### src/rtl/pid_position_controller_with_exit_top_macros.svh
// Assertion macros for the PID position controller.
// Included by the RTL files that carry concurrent checks; clocked on clk, reset rst_n.
`ifndef PID_POSITION_CONTROLLER_WITH_EXIT_TOP_MACROS_SVH
`define PID_POSITION_CONTROLLER_WITH_EXIT_TOP_MACROS_SVH

// Same-cycle implication, disabled during reset.
`define PIDPC_ASSERT_IMP(label, ante, cons, msg) \
    label: assert property (@(posedge clk) disable iff (!rst_n) (ante) |-> (cons)) \
        else $error(msg);

// Next-cycle implication, disabled during reset.
`define PIDPC_ASSERT_NXT(label, ante, cons, msg) \
    label: assert property (@(posedge clk) disable iff (!rst_n) (ante) |=> (cons)) \
        else $error(msg);

`endif

### src/rtl/pidpc_pkg.sv
// Shared types and constants for the PID position controller.
// No dependencies; imported by every RTL module of the block.
package pidpc_pkg;

    // Register field widths
    localparam int GAIN_W  = 24;
    localparam int THR_W   = 24;
    localparam int CNT_W   = 16;
    localparam int MAXD_W  = 15;
    localparam int CFG_W   = 24;
    localparam int IDX_W   = 3;
    localparam int DRIVE_W = 16;
    localparam int INT_W   = 32;
    localparam int USER_W  = 3;

    // Default parameter values
    localparam int POS_BITS_DEF       = 24;
    localparam int GAIN_FRAC_BITS_DEF = 16;

    localparam logic [MAXD_W-1:0] MAX_DRIVE_RST = 15'd12000;
    localparam logic [CNT_W-1:0]  CNT_MAX       = 16'hFFFF;
    localparam logic [INT_W-1:0]  INT_POS_MAX   = 32'h7FFF_FFFF;
    localparam logic [INT_W-1:0]  INT_NEG_MAX   = 32'h8000_0000;

    // Command carried in tuser
    typedef enum logic {
        CMD_NEW  = 1'b0,
        CMD_CONT = 1'b1
    } cmd_t;

    // Reason a move ended
    typedef enum logic [1:0] {
        CAUSE_RUN     = 2'd0,
        CAUSE_SETTLED = 2'd1,
        CAUSE_STALLED = 2'd2
    } cause_t;

    // Configuration register indexes
    typedef enum logic [IDX_W-1:0] {
        REG_GAIN_P      = 3'd0,
        REG_GAIN_I      = 3'd1,
        REG_GAIN_D      = 3'd2,
        REG_SETTLE_THR  = 3'd3,
        REG_SETTLE_CNT  = 3'd4,
        REG_STALL_THR   = 3'd5,
        REG_STALL_CNT   = 3'd6,
        REG_MAX_DRIVE   = 3'd7
    } cfg_idx_t;

    // Status that travels with each word down the datapath
    typedef struct packed {
        logic   finished;
        cause_t cause;
    } pidpc_ctl_t;

endpackage

### src/rtl/pidpc_clamp.sv
// Fixed-point truncation toward zero, drive clamp and output register.
// Depends on pidpc_pkg and the assertion macro header.
`include "pid_position_controller_with_exit_top_macros.svh"

module pidpc_clamp #(
    parameter int SUM_W          = 60,
    parameter int GAIN_FRAC_BITS = pidpc_pkg::GAIN_FRAC_BITS_DEF
) (
    input  logic                                clk,
    input  logic                                rst_n,
    input  logic                                in_valid,
    output logic                                in_ready,
    input  logic signed [SUM_W-1:0]             in_sum,
    input  pidpc_pkg::pidpc_ctl_t               in_ctl,
    input  logic [pidpc_pkg::MAXD_W-1:0]        max_drive,
    output logic                                out_valid,
    input  logic                                out_ready,
    output logic signed [pidpc_pkg::DRIVE_W-1:0] out_drive,
    output logic                                out_finished,
    output pidpc_pkg::cause_t                   out_cause
);
    import pidpc_pkg::*;

    logic                       out_valid_reg;
    logic signed [DRIVE_W-1:0]  drive_reg;
    logic                       fin_reg;
    cause_t                     cause_reg;

    logic [SUM_W-1:0]           mag;
    logic [SUM_W-1:0]           quot;
    logic [DRIVE_W-1:0]         drive_abs;
    logic signed [DRIVE_W-1:0]  drive_next;
    logic signed [DRIVE_W-1:0]  lim_s;

    assign in_ready = !out_valid_reg || out_ready;
    assign lim_s    = signed'({1'b0, max_drive});

    // Truncate the magnitude, clamp, then restore the sign; a finished word drives zero
    always_comb
    begin
        mag  = in_sum[SUM_W-1] ? unsigned'(-in_sum) : unsigned'(in_sum);
        quot = mag >> GAIN_FRAC_BITS;
        if (quot >= SUM_W'(max_drive))
            drive_abs = DRIVE_W'(max_drive);
        else
            drive_abs = quot[DRIVE_W-1:0];
        if (in_ctl.finished)
            drive_next = '0;
        else if (in_sum[SUM_W-1])
            drive_next = -signed'(drive_abs);
        else
            drive_next = signed'(drive_abs);
    end

    // Output register control
    always_ff @(posedge clk or negedge rst_n)
    begin
        if (!rst_n)
            out_valid_reg <= 1'b0;
        else if (in_ready)
            out_valid_reg <= in_valid;
    end

    // Output register payload
    always_ff @(posedge clk)
    begin
        if (in_ready && in_valid)
        begin
            drive_reg <= drive_next;
            fin_reg   <= in_ctl.finished;
            cause_reg <= in_ctl.cause;
        end
    end

    assign out_valid    = out_valid_reg;
    assign out_drive    = drive_reg;
    assign out_finished = fin_reg;
    assign out_cause    = cause_reg;

    // Checks
    `PIDPC_ASSERT_IMP(a_drive_lim, out_valid_reg, (drive_reg <= lim_s) && (drive_reg >= -lim_s), "drive beyond limit")
    `PIDPC_ASSERT_IMP(a_fin_zero, out_valid_reg && fin_reg, drive_reg == '0, "drive not zero after finish")

endmodule

### config.mk
export PLATFORM = sky130hd
export DESIGN_NAME = pidpc_clamp
export DESIGN_NICKNAME = d
export VERILOG_FILES = /design/src/rtl/pidpc_pkg.sv /design/src/rtl/pidpc_clamp.sv
export VERILOG_INCLUDE_DIRS = /design/src /design/src/rtl
export SDC_FILE = /design/constraint.sdc
export NUM_CORES = 1
export LEC_CHECK = 0
export BUFFER_PORTS_ARGS = -buffer_cell sky130_fd_sc_hd__buf_2
export CORE_UTILIZATION = 54
export CTS_CLUSTER_SIZE = 25
export DETAILED_ROUTE_END_ITERATION = 6
export PLACE_DENSITY = 0.82
export SYNTH_ARGS = -nofsm -noshare
export SYNTH_HDL_FRONTEND = slang
export SYNTH_SLANG_ARGS = --single-unit
### constraint.sdc
create_clock -name clk -period 1.5 [get_ports clk]
set_input_delay 0.075 -clock clk [delete_from_list [all_inputs] [get_ports clk]]
set_output_delay 0.075 -clock clk [all_outputs]
set_load 0.03 [all_outputs]
==> impl_metrics.yaml, run 1 <==
status:
  status: "aborted with a tool error"
  haltStage: "global routing"
  error: "[ERROR GRT-0116] Global routing finished with congestion. Check the congestion regions in the DRC Viewer."
global_routing:
  grt_pass1_vias: 7012
  grt_start_max_net_pins: 40
  grt_pass1_wl_mm: 39.6
  overflow: 24
  grt_use_total: 0.730
yosys:
  synth_edf_count: 19
  syn_avg_cell_area_um2: 7.59
  synth_nets: 581
  synthCells: 483
  async_flop_share: 0.0500
  yosysWarnings: 0
  synth_cell_types: 74
  ys_ff_latch: 20
  yosysSeqAreaShare: 0.162
  syn-cell-area_um2: 3670
  ys.flop_type: "edfxtp_1"
floorplanning:
  initial_core_util: 0.568
  die_h_um: 84.4
  die-width_um: 84.4
  fp-row-count: 29
  ios: 103
placed_design:
  dpl.hpwl_mm: 12.1
  routabilityCongestion: 1.12
  port_buffers: 102
  pre_cts_ws_ns: -3.40
clocking:
  h-tree-depth: 1
  numCtsBuffers: 3
  cts_root_buf: "clkbuf_8"
  clock-sinks: 20
  clockBufferDepth: 2
## per-stage QoR
step                      cell area [um2]  setup TNS, ns  std cells
after floorplan                      3880         -41.12        483
after global placement               5600         -41.60        807
after detailed placement             5600         -44.82        807
after CTS                            6130         -36.34        834
## cells in the mapped netlist, types with 4 or more instances
cell	instances	area share
and4_1	7	0.017
mux2i_1	22	0.060
o31ai_1	9	0.018
xor2_1	7	0.017
nand3b_1	4	0.0082
inv_1	29	0.030
nor4_1	19	0.032
and2_1	4	0.0068
or2_2	5	0.0085
edfxtp_1	19	0.16
a21oi_1	19	0.026
nand4_1	19	0.032
a211oi_1	8	0.016
o211ai_1	4	0.0082
nand2_1	36	0.037
nor2_1	47	0.048
a21o_1	6	0.012
nand2b_1	9	0.015
a41oi_1	4	0.0096
or4_1	6	0.012
ha_1	16	0.055
nor3_1	21	0.029
nand3_1	16	0.022
nor4_2	5	0.017
xnor2_1	18	0.043
o41ai_1	8	0.019
o21ai_0	21	0.029
o22ai_1	4	0.0068
clkbuf_1	15	0.015
buf_2	6	0.0082
## what timing repair did
action / in CTS
resized for setup: 65
pin swaps: 31
hold buffers: 1
cloned: 2
endpoints found under the hold margin: 1
setup endpoints to repair: 16
buffers inserted: 20
## cell families after synthesis
family / after synthesis / synth area share
fa+ha+maj: 16 / 0.0546
flops: 20 / 0.162
simple gates: 224 / 0.357
compound gates: 119 / 0.232
buf+inv: 54 / 0.0614
xor+xnor: 25 / 0.0597
mux: 25 / 0.0723
## layer usage
metal,track usage,GRT overflow
met1,0.716,0
met5,0.147,0
met4,0.737,11
met3,0.553,1
met2,0.942,12
==> run 2: changes to the inputs <==
--- a/config.mk
+++ b/config.mk
@@ -7,10 +7,9 @@
 export NUM_CORES = 1
 export LEC_CHECK = 0
 export BUFFER_PORTS_ARGS = -buffer_cell sky130_fd_sc_hd__buf_2
-export CORE_UTILIZATION = 54
-export CTS_CLUSTER_SIZE = 25
+export CORE_UTILIZATION = 40
 export DETAILED_ROUTE_END_ITERATION = 6
-export PLACE_DENSITY = 0.82
+export PLACE_DENSITY_LB_ADDON = 0.15
 export SYNTH_ARGS = -nofsm -noshare
 export SYNTH_HDL_FRONTEND = slang
 export SYNTH_SLANG_ARGS = --single-unit
==> impl_metrics.yaml, run 2 <==
power:
  power_frac_seq: 0.257
  p_int_mw: 1.61
  leakagePower_nw: 2.79
  clock_power_share: 0.155
  peakVddDrop_v: 0.000350
  power_density_nw_per_um2: 401
  switching_share: 0.377
  power.switching_mw: 0.974
  power_frac_comb: 0.588
clocking:
  clkTransAtPathRegs_ns: 0.07
  clock-sinks: 20
  numCtsBuffers: 3
  cts_root_buf: "clkbuf_8"
  cts_tree: "built"
  insertion_delay_ns: 0.25
  clockBufferDepth: 2
  h-tree-depth: 1
global_routing:
  grt_pass1_vias: 5203
  grt_use_total: 0.331
  grt_start_max_net_pins: 36
  overflow: 0
  antenna_found_initial: 0
  grt_pass1_wl_mm: 25.3
yosys:
  synth-compound-area-share: 0.232
  synthCells: 483
  ys_ff_latch: 20
  synth_top_cell_area_share: 0.156
  syn-cell-area_um2: 3670
  async_flop_share: 0.0500
  synth.top_cells.by_count: "nor2_1, nand2_1, inv_1"
  synth-simple-area-share: 0.357
  synth.most_common_cell: "nor2_1"
  synth_top_family_by_area: "simple AND/OR/NAND/NOR gates"
  yosysSeqAreaShare: 0.162
  synth_top_cell_by_area: "edfxtp_1"
  synthXorXnorAreaFrac: 0.0597
  synthMuxAreaShare: 0.0723
  ys.flop_type: "edfxtp_1"
  synth_cell_types: 74
  synth_nets: 581
  ys_top_cells_by_area: "edfxtp_1, mux2i_1, ha_1"
  synth_fa_ha_area_frac: 0.0546
  syn_avg_cell_area_um2: 7.59
  synth_edf_count: 19
  yosysWarnings: 0
worst_setup_path:
  worstPathArrival_ns: 4.25
  cp.buffers_inverters: 2
  path_common_cell: "nor4_4"
  crit_slowest_cell: "or4_4"
  cp_cell_sequence: "buf_2, nor4_4, and4_4, nand2_8, o21ai_4, xnor2_2, ha_1, a21o_1, a21oi_2, nor2b_2, a2111oi_4, a211o_1, nand4_1, nor4_4, mux2i_1, ha_2, nand2_2, or4_4, and3_4, buf_6, o211ai_1, nand2_1"
  crit_family: "simple AND/OR/NAND/NOR gates"
  critPathMaxStageDelay_ns: 0.40
  rr_worst_depth: 2
  end_kind: "register"
  cp_max_fo: 4
  cp_data_required_time_ns: 1.51
  cp.depth: 22
  worst_setup_path_start_kind: "input port"
  crit_type: "input port to register"
drt:
  firstDrtPassIters: 7
  routed_wirelength_mm: 16.5
  drt_iter0_markers: 311
  vias: 5292
  ant_nets: 0
  drc: 18
  drt-wirelength-per-cell_um: 18.8
  viasPerCell: 6.02
cells_and_area:
  final_common_cell: "buf_4"
  layout.nets: 870
  drive_gt1_frac: 0.532
  area_growth_pct: 75.7
  layout_common_cells: "buf_4, buf_2, nor2_1"
  largest_reg_flops: 16
  n_fill_cell: 667
  n_antenna_cell: 0
floorplanning:
  ios: 103
  die_h_um: 97.8
  die_area_um2: 9560
  initial_core_util: 0.416
  fp-row-count: 34
  core_area_um2: 8810
  die-width_um: 97.8
sta:
  setup_violations: 16
  timing.hold.ws_ns: 0.0431
  min_period_ns: 4.24
  fmax_ghz: 0.236
  clock_skew_ns: 0.00210
  fin_tns_setup_ns: -36.67
  hold_violations: 0
  grt_setup_unrepaired: "true"
  finalCritPeriodShare: 2.83
  worst_slew_pin_slew_ns: 0.596
  slew_headroom: 0.597
  drv_slew: 0
  setup_ws_ns: -2.74
placed_design:
  dpl.hpwl_mm: 12.4
  port_buffers: 102
  routabilityCongestion: 0.929
flow_run:
  drv_cap: 0
status:
  violations: "DRC, setup timing"
  status: "finished with violations"
min_path:
  whs_path_depth: 2
  hp-class: "input port to register"
run 2: cell counts after synthesis:
Identical to the previous run, type by type.
run 2: final timing paths:
kind / startpoint / to / slack [ns]
min reg2reg: out_valid / out_valid / 0.59
min: in_valid / out_valid / 0.04
max: in_sum[9] / out_drive[6] / -2.74
min in group asynchronous: rst_n / out_valid / 0.12
max in group asynchronous: rst_n / out_valid / 1.29
max reg2reg: out_valid / out_drive[10] / 0.35
run 2: repair_timing:
item / in CTS / in global routing
pin swaps: 28 / 19
gates resized for setup: 52 / 54
endpoints found under the setup margin: 16 / 16
setup buffers: 25 / 7
hold buffers: 3 / 0
endpoints found under the hold margin: 3 / 0
gates cloned: 1 / 0
run 2: per-layer routing:
metal / vias to the layer above / GRT usage / wire [um]
met2: 249 / 0.584 / 8080
met4: 0 / 0.174 / 770
met1: 2529 / 0.394 / 6670
met5: - / 0 / 0
li1: 2448 / - / -
met3: 66 / 0.0387 / 984
run 2: cell families (layout without fill, tap and decap cells):
family | count (synthesis) | count (layout)
AND/OR/NAND/NOR | 224 | 224
AO/OA/AOI/OAI | 119 | 119
buffers and inverters | 54 | 342
XOR/XNOR | 25 | 25
multiplexers | 25 | 25
flip-flops | 20 | 20
adder cells (fa/ha/maj) | 16 | 16
run 2: layout make-up:
class	count	area (um2)	area share
Inverter	29	109	0.0169
Tap cell	108	135	0.0210
Multi-Input combinational cell	409	3370	0.523
Timing Repair Buffer	309	2180	0.338
Sequential cell	20	596	0.0924
Clock buffer	4	55.1	0.00854
run 2: power groups by stage:
stage | clock (mW) | sequential [mW] | combinational, mW
6_report | 0.401 | 0.663 | 1.52
3_3_place_gp | 0 | 0.674 | 1.29
5_1_grt | 0.426 | 0.665 | 1.62
2_1_floorplan | 0 | 0.747 | 0.548
4_1_cts | 0.402 | 0.663 | 1.41
3_5_place_dp | 0 | 0.675 | 1.31
run 2: through the flow:
step	instances	utilization	instance area [um2]	power (mW)	worst slack [ns]
finish	879	0.732	6440	2.58	-2.74
global route	879	0.732	6440	2.71	-3.00
CTS	879	0.702	6180	2.47	-2.65
detailed placement	850	0.650	5730	1.99	-3.43
global placement	850	0.650	5730	1.96	-3.21
floorplan	483	-	3880	1.30	-3.36
Note: power is estimated with default switching activity, not from simulation.
