===== config.mk =====
export PLATFORM = sky130hd
export DESIGN_NAME = pidpc_front
export DESIGN_NICKNAME = d
export VERILOG_FILES = /design/src/rtl/pidpc_pkg.sv /design/src/rtl/pidpc_front.sv
export VERILOG_INCLUDE_DIRS = /design/src /design/src/rtl
export SDC_FILE = /design/constraint.sdc
export NUM_CORES = 1
export LEC_CHECK = 0
export BUFFER_PORTS_ARGS = -buffer_cell sky130_fd_sc_hd__buf_4
export CAP_MARGIN = 10
export CORE_MARGIN = 3
export CORE_UTILIZATION = 53
export CTS_BUF_LIST = sky130_fd_sc_hd__clkbuf_16
export CTS_CLUSTER_SIZE = 25
export DETAILED_ROUTE_END_ITERATION = 10
export HOLD_SLACK_MARGIN = 0.1
export PLACE_DENSITY = 0.85
export SKIP_CTS_REPAIR_TIMING = 1
export SLEW_MARGIN = 20
export SYNTH_ARGS = -nofsm -noshare
export SYNTH_HDL_FRONTEND = slang
export SYNTH_SLANG_ARGS = --single-unit

===== constraint.sdc =====
create_clock -name clk -period 9.9 [get_ports clk]
set_input_delay 0.495 -clock clk [delete_from_list [all_inputs] [get_ports clk]]
set_output_delay 0.495 -clock clk [all_outputs]
set_load 0.01 [all_outputs]

===== src/rtl/pid_position_controller_with_exit_top_macros.svh =====
// Assertion macros for the PID position controller.
// Included by the RTL files that carry concurrent checks; clocked on clk, reset rst_n.
`ifndef PID_POSITION_CONTROLLER_WITH_EXIT_TOP_MACROS_SVH
`define PID_POSITION_CONTROLLER_WITH_EXIT_TOP_MACROS_SVH

// Same-cycle implication, disabled during reset.
`define PIDPC_ASSERT_IMP(label, ante, cons, msg) \
    label: assert property (@(posedge clk) disable iff (!rst_n) (ante) |-> (cons)) \
        else $error(msg);

// Next-cycle implication, disabled during reset.
`define PIDPC_ASSERT_NXT(label, ante, cons, msg) \
    label: assert property (@(posedge clk) disable iff (!rst_n) (ante) |=> (cons)) \
        else $error(msg);

`endif


===== src/rtl/pidpc_pkg.sv =====
// Shared types and constants for the PID position controller.
// No dependencies; imported by every RTL module of the block.
package pidpc_pkg;

    // Register field widths
    localparam int GAIN_W  = 24;
    localparam int THR_W   = 24;
    localparam int CNT_W   = 16;
    localparam int MAXD_W  = 15;
    localparam int CFG_W   = 24;
    localparam int IDX_W   = 3;
    localparam int DRIVE_W = 16;
    localparam int INT_W   = 32;
    localparam int USER_W  = 3;

    // Default parameter values
    localparam int POS_BITS_DEF       = 24;
    localparam int GAIN_FRAC_BITS_DEF = 16;

    localparam logic [MAXD_W-1:0] MAX_DRIVE_RST = 15'd12000;
    localparam logic [CNT_W-1:0]  CNT_MAX       = 16'hFFFF;
    localparam logic [INT_W-1:0]  INT_POS_MAX   = 32'h7FFF_FFFF;
    localparam logic [INT_W-1:0]  INT_NEG_MAX   = 32'h8000_0000;

    // Command carried in tuser
    typedef enum logic {
        CMD_NEW  = 1'b0,
        CMD_CONT = 1'b1
    } cmd_t;

    // Reason a move ended
    typedef enum logic [1:0] {
        CAUSE_RUN     = 2'd0,
        CAUSE_SETTLED = 2'd1,
        CAUSE_STALLED = 2'd2
    } cause_t;

    // Configuration register indexes
    typedef enum logic [IDX_W-1:0] {
        REG_GAIN_P      = 3'd0,
        REG_GAIN_I      = 3'd1,
        REG_GAIN_D      = 3'd2,
        REG_SETTLE_THR  = 3'd3,
        REG_SETTLE_CNT  = 3'd4,
        REG_STALL_THR   = 3'd5,
        REG_STALL_CNT   = 3'd6,
        REG_MAX_DRIVE   = 3'd7
    } cfg_idx_t;

    // Status that travels with each word down the datapath
    typedef struct packed {
        logic   finished;
        cause_t cause;
    } pidpc_ctl_t;

endpackage


===== src/rtl/pidpc_front.sv =====
// Input register, move state and error/derivative/integral update.
// Depends on pidpc_pkg and the assertion macro header.
`include "pid_position_controller_with_exit_top_macros.svh"

module pidpc_front #(
    parameter int POS_BITS = pidpc_pkg::POS_BITS_DEF
) (
    input  logic                                clk,
    input  logic                                rst_n,
    input  logic                                in_valid,
    output logic                                in_ready,
    input  pidpc_pkg::cmd_t                     in_cmd,
    input  logic signed [POS_BITS-1:0]          in_meas,
    input  logic signed [POS_BITS-1:0]          in_tgt,
    input  logic [pidpc_pkg::GAIN_W-1:0]        gain_i,
    input  logic [pidpc_pkg::THR_W-1:0]         settle_thr,
    input  logic [pidpc_pkg::CNT_W-1:0]         settle_cnt,
    input  logic [pidpc_pkg::THR_W-1:0]         stall_thr,
    input  logic [pidpc_pkg::CNT_W-1:0]         stall_cnt,
    output logic                                out_valid,
    input  logic                                out_ready,
    output logic signed [POS_BITS:0]            out_err,
    output logic signed [POS_BITS+1:0]          out_der,
    output logic signed [pidpc_pkg::INT_W-1:0]  out_int,
    output pidpc_pkg::pidpc_ctl_t               out_ctl
);
    import pidpc_pkg::*;

    localparam int E_W   = POS_BITS + 1;
    localparam int D_W   = POS_BITS + 2;
    localparam int CMP_W = (D_W > THR_W) ? D_W : THR_W;
    localparam int IA_W  = ((E_W > INT_W) ? E_W : INT_W) + 1;

    // Input register stage
    logic                       a_valid_reg;
    cmd_t                       a_cmd_reg;
    logic signed [POS_BITS-1:0] a_meas_reg;
    logic signed [POS_BITS-1:0] a_tgt_reg;

    // Move state
    logic signed [E_W-1:0]      last_err_reg;
    logic signed [INT_W-1:0]    integ_reg;
    logic [CNT_W-1:0]           set_cnt_reg;
    logic [CNT_W-1:0]           stl_cnt_reg;
    logic                       done_reg;
    cause_t                     cause_reg;

    // Result register stage
    logic                       b_valid_reg;
    logic signed [E_W-1:0]      b_err_reg;
    logic signed [D_W-1:0]      b_der_reg;
    logic signed [INT_W-1:0]    b_int_reg;
    pidpc_ctl_t                 b_ctl_reg;

    logic                       b_ready;
    logic                       fire;
    logic                       new_move;
    logic signed [E_W-1:0]      eff_last;
    logic signed [INT_W-1:0]    eff_int;
    logic [CNT_W-1:0]           eff_set;
    logic [CNT_W-1:0]           eff_stl;
    logic                       eff_done;
    logic signed [E_W-1:0]      err;
    logic signed [D_W-1:0]      der;
    logic [E_W-1:0]             mag_err;
    logic [D_W-1:0]             mag_der;
    logic signed [IA_W-1:0]     ia_sum;
    logic [IA_W-32:0]           ia_hi;
    logic signed [INT_W-1:0]    int_sat;
    logic signed [INT_W-1:0]    int_add;
    logic                       sign_diff;
    logic signed [INT_W-1:0]    int_next;
    logic [CNT_W-1:0]           set_next;
    logic [CNT_W-1:0]           stl_next;
    logic                       settle_exit;
    logic                       stall_exit;
    logic                       stl_hit;
    pidpc_ctl_t                 ctl_next;

    // Handshake: each stage takes a word when it is empty or its word moves on
    assign b_ready  = !b_valid_reg || out_ready;
    assign in_ready = !a_valid_reg || b_ready;
    assign fire     = a_valid_reg && b_ready;

    // A new move sees cleared state
    always_comb
    begin
        new_move = (a_cmd_reg == CMD_NEW);
        eff_last = new_move ? '0 : last_err_reg;
        eff_int  = new_move ? '0 : integ_reg;
        eff_set  = new_move ? '0 : set_cnt_reg;
        eff_stl  = new_move ? '0 : stl_cnt_reg;
        eff_done = new_move ? 1'b0 : done_reg;
    end

    // Error, derivative and their magnitudes
    always_comb
    begin
        err     = E_W'(a_tgt_reg) - E_W'(a_meas_reg);
        der     = D_W'(err) - D_W'(eff_last);
        mag_err = err[E_W-1] ? unsigned'(-err) : unsigned'(err);
        mag_der = der[D_W-1] ? unsigned'(-der) : unsigned'(der);
    end

    // Saturating integral, cleared on a change of error sign
    always_comb
    begin
        ia_sum    = IA_W'(eff_int) + IA_W'(err);
        ia_hi     = ia_sum[IA_W-1:INT_W-1];
        if ((&ia_hi) || !(|ia_hi))
            int_sat = ia_sum[INT_W-1:0];
        else
            int_sat = ia_sum[IA_W-1] ? INT_NEG_MAX : INT_POS_MAX;
        int_add   = (gain_i != '0) ? int_sat : eff_int;
        sign_diff = ((err == '0) != (eff_last == '0)) || (err[E_W-1] != eff_last[E_W-1]);
        int_next  = sign_diff ? '0 : int_add;
    end

    // Settle and stall counters; settling is checked first
    always_comb
    begin
        if (CMP_W'(mag_err) < CMP_W'(settle_thr))
            set_next = (eff_set == CNT_MAX) ? eff_set : eff_set + 1'b1;
        else
            set_next = '0;
        settle_exit = (set_next >= settle_cnt);
        stl_hit     = (CMP_W'(mag_der) < CMP_W'(stall_thr)) && (eff_stl != CNT_MAX);
        if (settle_exit)
            stl_next = eff_stl;
        else
            stl_next = stl_hit ? eff_stl + 1'b1 : eff_stl;
        stall_exit  = !settle_exit && (stl_next > stall_cnt);

        if (eff_done)
        begin
            ctl_next.finished = 1'b1;
            ctl_next.cause    = cause_reg;
        end
        else if (settle_exit)
        begin
            ctl_next.finished = 1'b1;
            ctl_next.cause    = CAUSE_SETTLED;
        end
        else if (stall_exit)
        begin
            ctl_next.finished = 1'b1;
            ctl_next.cause    = CAUSE_STALLED;
        end
        else
        begin
            ctl_next.finished = 1'b0;
            ctl_next.cause    = CAUSE_RUN;
        end
    end

    // Input register control
    always_ff @(posedge clk or negedge rst_n)
    begin
        if (!rst_n)
            a_valid_reg <= 1'b0;
        else if (in_ready)
            a_valid_reg <= in_valid;
    end

    // Input register payload
    always_ff @(posedge clk)
    begin
        if (in_ready && in_valid)
        begin
            a_cmd_reg  <= in_cmd;
            a_meas_reg <= in_meas;
            a_tgt_reg  <= in_tgt;
        end
    end

    // Move state: updated as a word leaves the input register while the move is not finished
    always_ff @(posedge clk or negedge rst_n)
    begin
        if (!rst_n)
        begin
            last_err_reg <= '0;
            integ_reg    <= '0;
            set_cnt_reg  <= '0;
            stl_cnt_reg  <= '0;
            done_reg     <= 1'b0;
            cause_reg    <= CAUSE_RUN;
        end
        else if (fire && !eff_done)
        begin
            last_err_reg <= err;
            integ_reg    <= int_next;
            set_cnt_reg  <= set_next;
            stl_cnt_reg  <= stl_next;
            done_reg     <= ctl_next.finished;
            cause_reg    <= ctl_next.cause;
        end
    end

    // Result register control
    always_ff @(posedge clk or negedge rst_n)
    begin
        if (!rst_n)
            b_valid_reg <= 1'b0;
        else if (b_ready)
            b_valid_reg <= a_valid_reg;
    end

    // Result register payload
    always_ff @(posedge clk)
    begin
        if (fire)
        begin
            b_err_reg <= err;
            b_der_reg <= der;
            b_int_reg <= int_next;
            b_ctl_reg <= ctl_next;
        end
    end

    assign out_valid = b_valid_reg;
    assign out_err   = b_err_reg;
    assign out_der   = b_der_reg;
    assign out_int   = b_int_reg;
    assign out_ctl   = b_ctl_reg;

    // Checks
    `PIDPC_ASSERT_IMP(a_done_cause, 1'b1, done_reg == (cause_reg != CAUSE_RUN), "cause disagrees with done")
    `PIDPC_ASSERT_IMP(a_done_src, $rose(done_reg), $past(fire), "move ended without a word")
    `PIDPC_ASSERT_IMP(a_ctl_pair, b_valid_reg, b_ctl_reg.finished == (b_ctl_reg.cause != CAUSE_RUN), "bad status word")
    `PIDPC_ASSERT_NXT(a_hold_state, fire && eff_done, $stable(last_err_reg) && $stable(integ_reg), "state moved after finish")

endmodule


Word-level counts from Yosys, hierarchy flattened
Index checks and enable logic that the tools add are counted.
{"block": "word_totals", "ff_bits": 229, "ram_bits": 0, "romBits": 0, "latchBits": 0, "inputBits": 157, "mem_count": 0, "out_inout_bits": 88}
{"block": "op_classes", "muxes": 18, "n_bitwise": 0, "n_div": 0, "n_reduce_logical": 19, "addsub": 7, "shifts": 0, "n_eq_ne": 4, "order_cmp": 4, "multipliers": 0}
{"op": "$mux 32", "count": 5}
{"op": "$mux 16", "count": 6}
{"op": "$logic_not 25->1", "count": 2}
{"op": "$mux 25", "count": 2}
{"op": "$add 32x25->33", "count": 1}
{"op": "$add 16x1->16 const B", "count": 2}
{"op": "$lt 26x24->1", "count": 1}
{"op": "$mux 26", "count": 1}
{"op": "$neg 26->26", "count": 1}
{"op": "$sub 25x25->26", "count": 1}
{"op": "$lt 25x24->1", "count": 1}
{"op": "$neg 25->25", "count": 1}
{"op": "$sub 24x24->25", "count": 1}
{"op": "$reduce_bool 24->1", "count": 1}
{"op": "$eq 16x16->1 const B", "count": 1}
{"op": "$ge 16x16->1", "count": 1}
{"op": "$gt 16x16->1", "count": 1}
{"op": "$ne 16x16->1 const B", "count": 1}
{"op": "$mux 3", "count": 3}
{"op": "$logic_and 1x1->1", "count": 5}
{"op": "$logic_not 1->1", "count": 5}
{"op": "$logic_or 1x1->1", "count": 4}
{"op": "$ne 1x1->1", "count": 2}
{"op": "$reduce_and 2->1", "count": 1}
{"op": "2 further kinds", "count": 2}

Longest topological paths before layout
{"block": "logic_depth", "ltp_word": 13, "mapped_depth": 58}

Worst setup path after synthesis
No wires, ideal clock.
{"block": "synth_path", "path_kind": "register to register", "from": "register a_meas_reg[0]", "to": "register b_ctl_reg, in the netlist out_ctl[1], data pin", "t_required_ns": 9.633, "slack_ns": -0.092, "stages_incl_launch_ff": 57, "period_less_slack_ns": 9.992, "setup_time_ns": 0.267, "path_buffers": 3, "arrival_ns": 9.724, "cell_sequence": "edfxtp_1 -> ha_1 -> fa_1 -> nor2b_1 -> o31a_1 -> a21oi_1 -> o41a_1 -> a21oi_1 -> o21ai_0 -> a21o_1 -> a31oi_1 -> inv_1 -> clkbuf_1 -> o31ai_1 -> xnor2_1 -> ha_1 -> a21o_1 -> a21o_1 -> (+21 left out) -> and3_1 -> and2_1 -> buf_2 -> o21ai_0 -> ha_1 -> nor2b_1 -> o21a_1 -> o21a_1 -> o21a_1 -> o21a_1 -> o21a_1 -> o21a_1 -> o21ai_0 -> nand2_1 -> a21oi_1 -> nor2b_1 -> o22ai_1 -> o21ai_0"}
{"element": "start, declared", "line_no": "pidpc_front.sv:37", "rtl": "logic signed [POS_BITS-1:0] a_meas_reg;"}
{"element": "start signal, assigned", "line_no": "pidpc_front.sv:171", "rtl": "a_meas_reg <= in_meas;"}
{"element": "end signal, assigned", "line_no": "pidpc_front.sv:216", "rtl": "b_ctl_reg <= ctl_next;"}
{"element": "end, declared", "line_no": "pidpc_front.sv:53", "rtl": "pidpc_ctl_t b_ctl_reg;"}

Worst setup path in the final report
{"block": "layout_path", "from": "register a_meas_reg[3]", "to": "register cause_reg[1]"}
{"block": "layout_via", "elab_chain_len": 13, "word_cells_on_any_way": 19, "classes_between": "add/sub: 4; order compare: 4; mux: 8; reduce/logical: 3"}
{"element": "$sub 24x24->25 (*)", "line_no": "pidpc_front.sv:99", "rtl": "err = E_W'(a_tgt_reg) - E_W'(a_meas_reg);"}
{"element": "via err[7]", "line_no": "pidpc_front.sv:63", "rtl": "logic signed [E_W-1:0] err;"}
{"element": "$sub 25x25->26", "line_no": "pidpc_front.sv:100", "rtl": "der = D_W'(err) - D_W'(eff_last);"}
{"element": "$neg 26->26", "line_no": "pidpc_front.sv:102", "rtl": "mag_der = der[D_W-1] ? unsigned'(-der) : unsigned'(der);"}
{"element": "$mux 26", "line_no": "pidpc_front.sv:102"}
{"element": "$lt 26x24->1", "line_no": "pidpc_front.sv:127", "rtl": "stl_hit = (CMP_W'(mag_der) < CMP_W'(stall_thr)) && (eff_stl != CNT_MAX);"}
{"element": "$logic_and 1x1->1", "line_no": "pidpc_front.sv:127"}
{"element": "$mux 16", "line_no": "pidpc_front.sv:131", "rtl": "stl_next = stl_hit ? eff_stl + 1'b1 : eff_stl;"}
{"element": "$mux 16 (*)", "line_no": "pidpc_front.sv:128", "rtl": "if (settle_exit)"}
{"element": "via stl_next[1]", "line_no": "pidpc_front.sv:74", "rtl": "logic [CNT_W-1:0] stl_next;"}
{"element": "$gt 16x16->1 (*)", "line_no": "pidpc_front.sv:132", "rtl": "stall_exit = !settle_exit && (stl_next > stall_cnt);"}
{"element": "$logic_and 1x1->1 (*)", "line_no": "pidpc_front.sv:132"}
{"element": "$mux 3 (*)", "line_no": "pidpc_front.sv:144", "rtl": "else if (stall_exit)"}
{"element": "$mux 3 (*)", "line_no": "pidpc_front.sv:139", "rtl": "else if (settle_exit)"}
{"element": "$mux 3 (*)", "line_no": "pidpc_front.sv:134", "rtl": "if (eff_done)"}
{"element": "end signal, assigned", "line_no": "pidpc_front.sv:195", "rtl": "cause_reg <= ctl_next.cause;"}
{"element": "end, declared", "line_no": "pidpc_front.sv:46", "rtl": "cause_t cause_reg;"}
The timed path passes the listed nets; every way through them passes the cells marked *.
A chain may end at the register's enable or synchronous reset.

==> metrics.txt <==
setup_tns=0 ps; worst setup margin=396 ps; # H-tree levels=1; Cell variety after synth=86; Int Pwr=3.18 mW; RSZ-0062 raised after global routing=yes; Final nets=2531; critical path launch point type=register; simple-gate area share of the yosys netlist=19.4%; mux share of post-synthesis cell area=0.638%; Worst path most repeated cell=o21a_1; Synth Area per Inst=8.98 µm²; Die Ht=187 µm; RePlAce Congestion=0.970; via count=15700; Critical-path top delay cell=or4_4; WS Path Type=register to register; Slew @ Worst Pin=1140 ps; mapped cell area=17300 µm²; Power Total=5.53 mW; post-synth top area share=23.5%; Adder-Cell Fraction of Synth Area=12.1%; final wirelength=51.3 mm; DRC=0; max cap viols=0; Peak Freq=105 MHz; post-route design area=21200 µm²; Critical Path RT=10320 ps; share of cells above drive strength 1=21.0%; Comb pwr share=56.3%; antenna cell count=0; total CTS buffers=27; Initial DRC Count=1313; CORE AREA=31800 µm²; part of the cycle the worst path needs=96.0%; DR vias/cell=5.88; die width=187 µm; main combinational cell family by area after synthesis=simple AND/OR/NAND/NOR gates; Final setup viols=0; placed insts=2591; largest stage delay on the critical path=570 ps; Yosys warning count=0; Post-synth ARST share=41.0%; grt met3 use=3.95%; clock tree buffer depth=3; Hold Path Class=primary input to register; post-synthesis compound-gate area fraction=18.9%; FF+latch area=6410 µm²; Tmin final=9500 ps; hpwl dp=38.4 mm; Slew Limit Fails=0; area leader, netlist=edfxtp_1; Starting Density=54.3%; Max Fanout on Critical Path=8; Synth Register Bits=229; CTS tree=yes; first-pass GRT wire length=80.7 mm; Slew HR=24.0%; Worst-path clk slew=60 ps; largest net degree at the start of global routing=72; top_reg_cell synth=edfxtp_1; Critical Path Sink Type=register; PwrDens=261 nW/µm²; clock sinks=229; clock network power share=16.9%; Top Ports=245; post-route ant nets=0; Total GRT Usage=28.2%; XOR/XNOR share of the synthesized area=6.84%; clk_skew=12.7 ps; sequential share of power=26.7%; Switching Fraction=42.6%; met1 usage=36.7%; number of global-route vias before repair=15400; setup slack at placement=-161 ps; WP data arrival=9930 ps; final core utilization=66.6%; Final Hold Viols=0; clock latency on the worst-skew pair=550 ps; total gr overflow=0; Post-synth EDFFs=135; die area=34800 µm²; leak pwr=9.68 nW; port bufs=244; GR Util met2=48.7%; # rows=65; outcome=completed; area delta synth->final=22.7%; Synth area leaders=edfxtp_1, dfrtp_1, ha_1; Post-Syn Instances=1924; final std cells w/o fill=2665; sequential-to-total area share from yosys stat=37.1%; Post-Place Cell Area=19800 µm²; first-pass iteration count of the detailed router=7; Root Buffer=clkbuf_16; Max VDD drop=215 µV; Net Switching=2.35 mW; global route hottest layer=met2; area occupied by multi-input gates=10300 µm²; Layout fillers=2495; initial antenna violation count=1; routed len/inst=19.2 µm; worst hold slack=122 ps; Syn Nets=2246
-- final cells by class --
type | count | share of cell area, %
multi-input cells | 1468 | 48.8
flip-flops and latches | 229 | 30.2
repair buffers | 324 | 11.6
clock buffers | 29 | 3.43
inverters | 158 | 2.81
well taps | 435 | 2.57
clock inverters | 21 | 0.520
repair inverters | 1 | 0.0354
-- critical path: cells and delay by family (launching register included) --
| family | cells | cell delay, ps |
|---|---|---|
| compound gates | 24 | 4090 |
| xor+xnor | 2 | 260 |
| fa+ha+maj | 4 | 1330 |
| buf+inv | 3 | 420 |
| flops | 1 | 330 |
| simple gates | 17 | 2920 |
-- cell families (layout without fill, tap and decap cells) --
| group | after synthesis | count (layout) |
|---|---|---|
| simple gates | 684 | 684 |
| compound gates | 479 | 479 |
| flops | 229 | 229 |
| buf+inv | 227 | 533 |
| fa+ha+maj | 165 | 165 |
| xor+xnor | 130 | 130 |
| mux | 10 | 10 |
-- per-layer routing --
metal	wire (µm)	up-vias
met2	24900	610
met3	3180	105
met1	21500	7461
met4	1750	0
met5	0	-
li1	-	7502
-- power by group through the flow --
stage	Combinational [mW]	Clock, mW	Sequential, mW
2_1_floorplan	1.98	0	1.51
3_3_place_gp	2.83	0	1.48
3_5_place_dp	2.92	0	1.49
4_1_cts	2.96	0.944	1.47
5_1_grt	3.42	0.987	1.51
6_report	3.11	0.937	1.48
-- layout by cell type, fill, tap and decap left out, types with 59 or more instances in the layout --
master and n:
edfxtp_1 135, o21ai_0 101, nor2_1 152, buf_4 319
a21oi_1 94, xnor2_1 89, ha_1 157, nand2_1 200
inv_1 162, dfrtp_1 94, a21o_1 59
-- synthesized netlist by cell type (5+ instances only) --
master	count
or4_1	8
a211oi_1	9
o31ai_1	13
or3_1	17
clkbuf_1	45
xor2_1	32
o211ai_1	13
nand2b_1	25
buf_1	9
nor3_1	58
o21bai_1	5
ha_1	162
a21o_1	59
nor4_1	14
dfrtp_1	94
edfxtp_1	135
and3_1	18
a221o_1	9
and4_1	10
o21ai_0	113
a21oi_1	103
nand4_1	26
inv_1	158
nor2b_1	20
xnor2_1	95
o2bb2ai_1	26
a31oi_1	19
buf_2	12
o41ai_1	13
a41oi_1	6
mux2_2	8
nand3_1	50
nor2_1	155
or2_2	10
nand2_1	204
o21a_1	25
and2_1	48
a311oi_1	5
-- worst paths after layout --
path	start	end	slack [ps]	cells past startpoint
max in group asynchronous	rst_n	last_err_reg[14]$_DFFE_PN0P_	8210	3
min in group asynchronous	rst_n	integ_reg[7]$_DFFE_PN0P_	410	2
max	a_meas_reg[3]$_DFFE_PP_	cause_reg[1]$_DFFE_PN0P_	400	50
max reg2reg	a_meas_reg[3]$_DFFE_PP_	cause_reg[1]$_DFFE_PN0P_	400	50
min	in_tgt[10]	a_tgt_reg[10]$_DFFE_PP_	120	1
min reg2reg	integ_reg[19]$_DFFE_PN0P_	integ_reg[19]$_DFFE_PN0P_	480	1
(Power assumes the default switching activity.)
